[src/hdl/prht_pkg.sv]
// package: types, stage codes and word layouts for the raw hazard tracker
package prht_pkg;

   localparam int NUM_STAGES     = 8;
   localparam int STAGE_BITS     = $clog2(NUM_STAGES);
   localparam int SHIFT_BITS     = $clog2(NUM_STAGES + 1);
   localparam int DEF_REG_BITS   = 5;
   localparam int DEF_COUNT_BITS = 32;
   localparam int ST_ID          = 2;
   localparam int ST_EXE1        = 3;
   localparam int ST_MEM2        = 6;
   localparam int NUM_HAZ_STAGES = ST_MEM2 - ST_EXE1 + 1;
   localparam int REPORT_BITS    = 32;
   localparam int INC_BITS       = 8;

   typedef enum logic [2:0] {
      KIND_TICK  = 3'd0,
      KIND_READ  = 3'd1,
      KIND_WRITE = 3'd2,
      KIND_FLUSH = 3'd3,
      KIND_STALL = 3'd4
   } kind_type;

   typedef struct packed {
      logic [2:0] kind;
      logic [4:0] reg_num;
      logic [2:0] stage_code;
      logic [7:0] amount;
   } req_word_type;

   typedef struct packed {
      logic [2:0]  bubbles_added;
      logic        hazard_found;
      logic [2:0]  hazard_position;
      logic [31:0] cycle_total;
      logic [31:0] bubble_total;
      logic [31:0] flush_total;
      logic [31:0] stall_total;
      logic [31:0] hazard_total;
      logic [31:0] exe1_hazards;
      logic [31:0] exe2_hazards;
      logic [31:0] mem1_hazards;
      logic [31:0] mem2_hazards;
   } rsp_word_type;

   typedef struct packed {
      logic       found;
      logic [2:0] bubbles;
      logic [2:0] position;
   } scan_result_type;

endpackage

[src/hdl/prht_sat_counter.sv]
// saturating event counter with a 32-bit clipped report
module prht_sat_counter
   import prht_pkg::*;
#(
   parameter int COUNT_BITS = DEF_COUNT_BITS,
   parameter int INIT_VALUE = 0
) (
   input  logic                   clock,
   input  logic                   reset,
   input  logic                   enable,
   input  logic [INC_BITS-1:0]    increment,
   output logic [REPORT_BITS-1:0] report
);

   logic [COUNT_BITS-1:0]             count_ff;
   logic [COUNT_BITS-1:0]             count_in;
   logic [COUNT_BITS:0]               sum;
   logic [COUNT_BITS+REPORT_BITS-1:0] ext;

   assign sum = {1'b0, count_ff} + (COUNT_BITS + 1)'(increment);

   always_comb begin
      count_in = count_ff;
      if (enable) begin
         if (sum[COUNT_BITS]) begin
            count_in = '1;
         end else begin
            count_in = sum[COUNT_BITS-1:0];
         end
      end
   end

   always_ff @(posedge clock) begin
      if (reset) begin
         count_ff <= COUNT_BITS'(INIT_VALUE);
      end else begin
         count_ff <= count_in;
      end
   end

   assign ext = {{REPORT_BITS{1'b0}}, count_ff};

   always_comb begin
      if (|ext[COUNT_BITS+REPORT_BITS-1:REPORT_BITS]) begin
         report = '1;
      end else begin
         report = ext[REPORT_BITS-1:0];
      end
   end

endmodule

[src/hdl/prht_scoreboard.sv]
// stage scoreboard: producer scan, bubble count and pipe shifts
module prht_scoreboard
   import prht_pkg::*;
#(
   parameter int REG_BITS = DEF_REG_BITS
) (
   input  logic            clock,
   input  logic            reset,
   input  logic            accept,
   input  req_word_type    req,
   output scan_result_type scan
);

   logic [NUM_STAGES-1:0] valid_ff;
   logic [NUM_STAGES-1:0] valid_in;
   logic [REG_BITS-1:0]   dest_ff [NUM_STAGES];
   logic [REG_BITS-1:0]   dest_in [NUM_STAGES];
   logic [2:0]            rdy_ff  [NUM_STAGES];
   logic [2:0]            rdy_in  [NUM_STAGES];
   logic [REG_BITS-1:0]   rd_reg;
   logic [2:0]            need;
   logic [SHIFT_BITS-1:0] shift;
   logic signed [4:0]     diff;

   assign rd_reg = REG_BITS'(req.reg_num);
   assign need   = (req.stage_code < 3'(ST_ID)) ? 3'(ST_ID) : req.stage_code;

   // nearest producer wins, so scan from the far end towards exe1
   always_comb begin
      scan = '0;
      diff = '0;
      if (req.kind == KIND_READ && rd_reg != '0) begin
         for (int i = ST_MEM2; i >= ST_EXE1; i--) begin
            if (valid_ff[i] && dest_ff[i] == rd_reg) begin
               diff = $signed({2'b00, rdy_ff[i]}) - $signed(5'(i))
                    - $signed({2'b00, need}) + $signed(5'(ST_ID));
               scan.found    = 1'b1;
               scan.position = 3'(i - ST_ID);
               scan.bubbles  = (diff > 5'sd0) ? diff[2:0] : 3'd0;
            end
         end
      end
   end

   always_comb begin
      if (req.kind == KIND_TICK) begin
         shift = SHIFT_BITS'(1);
      end else if (req.amount >= 8'(NUM_STAGES)) begin
         shift = SHIFT_BITS'(NUM_STAGES);
      end else begin
         shift = req.amount[SHIFT_BITS-1:0];
      end
   end

   always_comb begin
      valid_in = valid_ff;
      dest_in  = dest_ff;
      rdy_in   = rdy_ff;
      case (req.kind)
         KIND_TICK, KIND_FLUSH: begin
            for (int j = 0; j < NUM_STAGES; j++) begin
               if (j >= int'(shift)) begin
                  valid_in[j] = valid_ff[STAGE_BITS'(j - int'(shift))];
                  dest_in[j]  = dest_ff[STAGE_BITS'(j - int'(shift))];
                  rdy_in[j]   = rdy_ff[STAGE_BITS'(j - int'(shift))];
               end else begin
                  valid_in[j] = 1'b0;
                  dest_in[j]  = '0;
                  rdy_in[j]   = '0;
               end
            end
         end
         KIND_READ: begin
            for (int j = ST_EXE1; j < NUM_STAGES; j++) begin
               if (j - int'(scan.bubbles) >= ST_EXE1) begin
                  valid_in[j] = valid_ff[STAGE_BITS'(j - int'(scan.bubbles))];
                  dest_in[j]  = dest_ff[STAGE_BITS'(j - int'(scan.bubbles))];
                  rdy_in[j]   = rdy_ff[STAGE_BITS'(j - int'(scan.bubbles))];
               end else begin
                  valid_in[j] = 1'b0;
                  dest_in[j]  = '0;
                  rdy_in[j]   = '0;
               end
            end
         end
         KIND_WRITE: begin
            valid_in[ST_ID] = 1'b1;
            dest_in[ST_ID]  = rd_reg;
            rdy_in[ST_ID]   = req.stage_code;
         end
         default: begin
         end
      endcase
   end

   always_ff @(posedge clock) begin
      if (reset) begin
         valid_ff <= '0;
      end else if (accept) begin
         valid_ff <= valid_in;
      end
   end

   always_ff @(posedge clock) begin
      if (accept) begin
         dest_ff <= dest_in;
         rdy_ff  <= rdy_in;
      end
   end

endmodule

[src/hdl/pipeline_raw_hazard_tracker_top.sv]
// top level: raw hazard tracker with scoreboard, counters and result register
//
//   channel  direction  payload        handshake
//   req      in         req_word_type  req_valid / req_ready
//   rsp      out        rsp_word_type  rsp_valid / rsp_ready
//
// one word per cycle: each word is scanned and applied in the cycle it is
// accepted, its result word appears on rsp in the next cycle
// throughput set by the single result register: req_ready is high while
// that register is empty or being emptied
// reset (synchronous) empties the scoreboard, clears the counters and
// sets the cycle count to the stage count minus one
module pipeline_raw_hazard_tracker_top
   import prht_pkg::*;
#(
   parameter int REG_BITS   = DEF_REG_BITS,
   parameter int COUNT_BITS = DEF_COUNT_BITS
) (
   input  logic         clock,
   input  logic         reset,
   input  logic         req_valid,
   output logic         req_ready,
   input  req_word_type req_word,
   output logic         rsp_valid,
   input  logic         rsp_ready,
   output rsp_word_type rsp_word
);

   logic                      accept;
   logic                      rsp_valid_ff;
   logic                      rsp_valid_in;
   scan_result_type           scan;
   scan_result_type           scan_ff;
   logic [INC_BITS-1:0]       cycle_inc;
   logic [INC_BITS-1:0]       bubble_inc;
   logic [INC_BITS-1:0]       flush_inc;
   logic [INC_BITS-1:0]       stall_inc;
   logic [INC_BITS-1:0]       hazard_inc;
   logic [REPORT_BITS-1:0]    cycle_report;
   logic [REPORT_BITS-1:0]    bubble_report;
   logic [REPORT_BITS-1:0]    flush_report;
   logic [REPORT_BITS-1:0]    stall_report;
   logic [REPORT_BITS-1:0]    hazard_report;
   logic [REPORT_BITS-1:0]    stage_report [NUM_HAZ_STAGES];

   assign req_ready = !rsp_valid_ff || rsp_ready;
   assign accept    = req_valid && req_ready;

   prht_scoreboard #(
      .REG_BITS (REG_BITS)
   ) u_scoreboard (
      .clock  (clock),
      .reset  (reset),
      .accept (accept),
      .req    (req_word),
      .scan   (scan)
   );

   always_comb begin
      cycle_inc = '0;
      flush_inc = '0;
      stall_inc = '0;
      case (req_word.kind)
         KIND_TICK:  cycle_inc = INC_BITS'(1);
         KIND_READ:  cycle_inc = INC_BITS'(scan.bubbles);
         KIND_FLUSH: begin
            cycle_inc = req_word.amount;
            flush_inc = req_word.amount;
         end
         KIND_STALL: begin
            cycle_inc = req_word.amount;
            stall_inc = req_word.amount;
         end
         default: begin
         end
      endcase
   end

   assign bubble_inc = INC_BITS'(scan.bubbles);
   assign hazard_inc = INC_BITS'(scan.found);

   prht_sat_counter #(.COUNT_BITS(COUNT_BITS), .INIT_VALUE(NUM_STAGES - 1)) u_cycle_cnt (
      .clock (clock), .reset (reset), .enable (accept),
      .increment (cycle_inc), .report (cycle_report)
   );

   prht_sat_counter #(.COUNT_BITS(COUNT_BITS)) u_bubble_cnt (
      .clock (clock), .reset (reset), .enable (accept),
      .increment (bubble_inc), .report (bubble_report)
   );

   prht_sat_counter #(.COUNT_BITS(COUNT_BITS)) u_flush_cnt (
      .clock (clock), .reset (reset), .enable (accept),
      .increment (flush_inc), .report (flush_report)
   );

   prht_sat_counter #(.COUNT_BITS(COUNT_BITS)) u_stall_cnt (
      .clock (clock), .reset (reset), .enable (accept),
      .increment (stall_inc), .report (stall_report)
   );

   prht_sat_counter #(.COUNT_BITS(COUNT_BITS)) u_hazard_cnt (
      .clock (clock), .reset (reset), .enable (accept),
      .increment (hazard_inc), .report (hazard_report)
   );

   for (genvar k = 0; k < NUM_HAZ_STAGES; k++) begin : g_stage_cnt
      logic [INC_BITS-1:0] stage_inc;
      assign stage_inc = INC_BITS'(scan.found && scan.position == 3'(k + 1));
      prht_sat_counter #(.COUNT_BITS(COUNT_BITS)) u_stage_cnt (
         .clock (clock), .reset (reset), .enable (accept),
         .increment (stage_inc), .report (stage_report[k])
      );
   end

   always_comb begin
      rsp_valid_in = rsp_valid_ff;
      if (accept) begin
         rsp_valid_in = 1'b1;
      end else if (rsp_ready) begin
         rsp_valid_in = 1'b0;
      end
   end

   always_ff @(posedge clock) begin
      if (reset) begin
         rsp_valid_ff <= 1'b0;
      end else begin
         rsp_valid_ff <= rsp_valid_in;
      end
   end

   always_ff @(posedge clock) begin
      if (accept) begin
         scan_ff <= scan;
      end
   end

   assign rsp_valid = rsp_valid_ff;

   always_comb begin
      rsp_word.bubbles_added   = scan_ff.bubbles;
      rsp_word.hazard_found    = scan_ff.found;
      rsp_word.hazard_position = scan_ff.position;
      rsp_word.cycle_total     = cycle_report;
      rsp_word.bubble_total    = bubble_report;
      rsp_word.flush_total     = flush_report;
      rsp_word.stall_total     = stall_report;
      rsp_word.hazard_total    = hazard_report;
      rsp_word.exe1_hazards    = stage_report[0];
      rsp_word.exe2_hazards    = stage_report[1];
      rsp_word.mem1_hazards    = stage_report[2];
      rsp_word.mem2_hazards    = stage_report[3];
   end

endmodule

[config.mk]
export PLATFORM = sky130hd
export DESIGN_NAME = pipeline_raw_hazard_tracker_top
export DESIGN_NICKNAME = d
export VERILOG_FILES = /design/src/hdl/prht_pkg.sv /design/src/hdl/prht_sat_counter.sv /design/src/hdl/prht_scoreboard.sv /design/src/hdl/pipeline_raw_hazard_tracker_top.sv
export SDC_FILE = /design/constraint.sdc
export NUM_CORES = 1
export LEC_CHECK = 0
export BUFFER_PORTS_ARGS = -buffer_cell sky130_fd_sc_hd__clkbuf_2
export CAP_MARGIN = 20
export CORE_MARGIN = 2
export CORE_UTILIZATION = 55
export DETAILED_ROUTE_END_ITERATION = 10
export PLACE_DENSITY_LB_ADDON = 0.12
export SLEW_MARGIN = 20
export SYNTH_ARGS = -nofsm -noshare
export SYNTH_HDL_FRONTEND = slang
export SYNTH_SLANG_ARGS = --single-unit
[constraint.sdc]
create_clock -name clock -period 16.5 [get_ports clock]
set_input_delay 0 -clock clock [delete_from_list [all_inputs] [get_ports clock]]
set_output_delay 0 -clock clock [all_outputs]
set_load 0.02 [all_outputs]
==> flow_metrics.tcl <==
set metrics [dict create \
    status "complete, no violations" \
    drtAntennaViolNets 0 \
    drtIter0Drc 1839 \
    synth_edf_count 71 \
    syn_inst 2643 \
    io_pins 320 \
    seq_area_frac_synth_pct 34.79 \
    fin_nets 2999 \
    crit_arrival_ns 6.81 \
    syn_nets 2753 \
    finalSetupViolCount 0 \
    die_area_mm2 0.04387 \
    fin_util_pct 63.69 \
    syn_avg_cell_area_um2 8.784 \
    start_util_pct 55.60 \
    post_cts_buffers 0 \
    synthToLayoutAreaGrowth_pct 14.56 \
    grt_usage_pct 32.09 \
    grt_max_degree 120 \
    cts_buffers 43 \
    wirelength_mm 72.77 \
    p_leak_nw 10.84 \
    most-common-layout-cells "clkbuf_2 (318), dfxtp_1 (297), a21oi_1 (255)" \
    path_class "register to register" \
    max-cap-violations 0 \
    cts_tree "built" \
    clk_latency_ns 0.58 \
    async_flop_share_pct 0 \
    drive_gt1_share_pct 17.29 \
    rsz0062_at_grt "false" \
    dp.final_hpwl_mm 49.36 \
    gp_congestion 0.8985 \
    cp-start-kind "register" \
    skew_ns 0.01700 \
    max_slew_margin_pct 24.07 \
    postCtsResizedCells 0 \
    clock.fmax_mhz 158.2 \
    hold_path_class "primary input to register" \
    syn_area_mm2 0.02322 \
    worst-slew-pin-transition_ns 1.138 \
    ys_warn_count 0 \
    grt_pass1_wl_mm 113.0 \
    slew_viol_final 0 \
    layout_commonest_cell "clkbuf_2" \
    synth_flop_cell "dfxtp_1" \
    fin_tns_setup_ns 0 \
    worstPathCellList "inv_1 -> ha_1 -> xnor2_1 -> ha_1 -> ha_1 -> a21o_1 -> a21oi_1 -> nor3_1 -> and3_4 -> o41ai_4 -> buf_4 -> nand2_1 -> ha_1 -> a21o_1 -> a21oi_1 -> o21bai_1 -> a21oi_1 -> o21bai_1 -> a21oi_1 -> nor2_1 -> and3_1 -> nor3_1" \
    endpoint_kind "register" \
    drt_pre_antenna_iters 5 \
    wl_per_cell_um 21.01 \
    slowest_stage "buf_4" \
    worstPathRequired_ns 16.99 \
    post-route-min-period_ns 6.320 \
    hold_viol 0 \
    cts_num_sinks 368 \
    port_buffers 319 \
    antenna_found_initial 7 \
    cts-htree-levels 2 \
    vias 21523 \
    die_width_um 209.5 \
    clock-root-buffer "clkbuf_16" \
    placed_area_mm2 0.02508 \
    place_inst 3371 \
    final_area_mm2 0.02660 \
    timing.final.crit_share_pct 38.31 \
    die_h_um 209.5 \
    ys_types 75 \
    cts_buffer_depth 3 \
    drc 0 \
    fin_cells 3463 \
    viasPerCell 6.215 \
    vdd_drop_max_mv 0.08899 \
    cp_max_fo 79 \
    path_clk_slew_ns 0.06 \
    core_mm2 0.04176 \
    rows 75 \
    powerDensity_mw_per_mm2 79.06 \
    overflow 0 \
    grt_pass1_vias 20638 \
    ys_ff_latch 368 \
    max_stage_delay_ns 0.88 \
]
==> Yosys cell counts (5+ instances only) <==
master    count  area share, %
a22oi_1       9           0.29
and3_1       68            1.8
a31oi_1      30           0.81
and4_1       19           0.72
mux2_1        6           0.29
inv_1        81            1.3
o21bai_1      5           0.16
xnor2_1      88            3.3
mux2_2       19           0.92
a311oi_1     31            1.2
o21ai_0      66            1.4
nor3_1       78            1.7
fa_1          9           0.78
or3_1        15           0.40
nor2_1      185            3.0
or4_1         9           0.29
nor4_1       17           0.46
mux2i_1     221            9.5
nand2b_1     13           0.35
and2_1       69            1.9
o21a_1        5           0.16
a211o_1       5           0.19
nand4_1      55            1.5
ha_1         78            4.2
buf_1        21           0.34
buf_2        18           0.39
nand3_1     117            2.5
a21o_1       15           0.49
o22ai_1      10           0.27
dfxtp_1     297             26
a211oi_1     46            1.5
xor2_1      132            5.0
nor2b_1      18           0.49
edfxtp_1     71            9.2
mux4_2       32            3.1
o221ai_1     14           0.53
nor3b_1       7           0.23
o211ai_1      6           0.19
buf_4         7           0.23
or2_2        15           0.40
nand2_1     220            3.6
a21oi_1     257            5.5
clkbuf_1    108            1.7
==> path summary, 6_finish.rpt <==
| path | start | endpoint | slack (ns) | cells past startpoint |
|---|---|---|---|---|
| worst max register to register | u_scoreboard.rdy_ff[6] | u_cycle_cnt.report[13] | 10.18 | 22 |
| worst max-delay path | u_scoreboard.rdy_ff[6] | u_cycle_cnt.report[13] | 10.18 | 22 |
| worst min-delay path | req_word[0] | u_flush_cnt.report[0] | 0.05 | 5 |
| worst min register to register | u_cycle_cnt.report[12] | u_cycle_cnt.report[12] | 0.50 | 1 |
==> through the flow <==
| step | power, mW | hold slack (ns) | worst slack (ns) |
|---|---|---|---|
| 4_1_cts | 2.114 | 0.04037 | 10.27 |
| 6_report | 2.103 | 0.05388 | 10.18 |
| 5_1_grt | 2.171 | 0.1077 | 9.678 |
| 3_5_place_dp | 1.169 | 0.3792 | 10.29 |
| 2_1_floorplan | 1.106 | 0.1295 | 10.57 |
| 3_3_place_gp | 1.165 | 0.3675 | 10.44 |
==> area by class of cell <==
type,instances,area [um^2]
Fill cell,3604,15160
Multi-Input combinational cell,2032,14200
Sequential cell,368,8078
Timing Repair Buffer,359,1937
Clock buffer,59,1240
Tap cell,539,674.4
Inverter,85,320.3
Clock inverter,17,138.9
Antenna cell,4,10.01
==> what timing repair did <==
item                                   in CTS  in global routing
hold buffers                               12                  0
endpoints found under the hold margin     120                  0
setup endpoints to repair                   0                  0
==> per-layer routing <==
metal / track usage (%) / part of all wire [%]
met4: 15.82 / 5.1
met1: 40.45 / 40
met3: 9.547 / 9.4
met2: 50.34 / 45
met5: 0 / 0.055
==> worst max-delay path: cells and delay by family, from the launching register on <==
family,cells,cell delay (ns)
buf+inv,2,0.96
flops,1,0.56
xor+xnor,1,0.12
fa+ha+maj,4,1.15
simple gates,6,1.10
compound gates,9,2.31
==> registers in the layout (all words and copies together) (netlist names) <==
register / count
g_stage_cnt.u_stage_cnt.report: 128
rsp_word: 7
u_scoreboard.dest_ff: 40
u_scoreboard.valid_ff: 8
u_bubble_cnt.report: 32
u_scoreboard.rdy_ff: 24
u_flush_cnt.report: 32
u_hazard_cnt.report: 32
u_cycle_cnt.report: 32
u_stall_cnt.report: 32
rsp_valid: 1
==> power by group <==
group	switching, mW	internal, mW
Combinational	0.128	0.0756
Sequential	0.0217	0.932
Clock	0.401	0.544
Total	0.551	1.55
==> logic make-up after synthesis <==
logic type	count (synthesis)	share of synthesized area, %
multiplexers	278	13.85
buffers and inverters	243	4.241
adder cells (fa/ha/maj)	87	4.980
flip-flops	368	34.79
XOR/XNOR	222	8.440
AO/OA/AOI/OAI	532	14.14
AND/OR/NAND/NOR	913	19.56
Power figures use the tool's default switching activity.
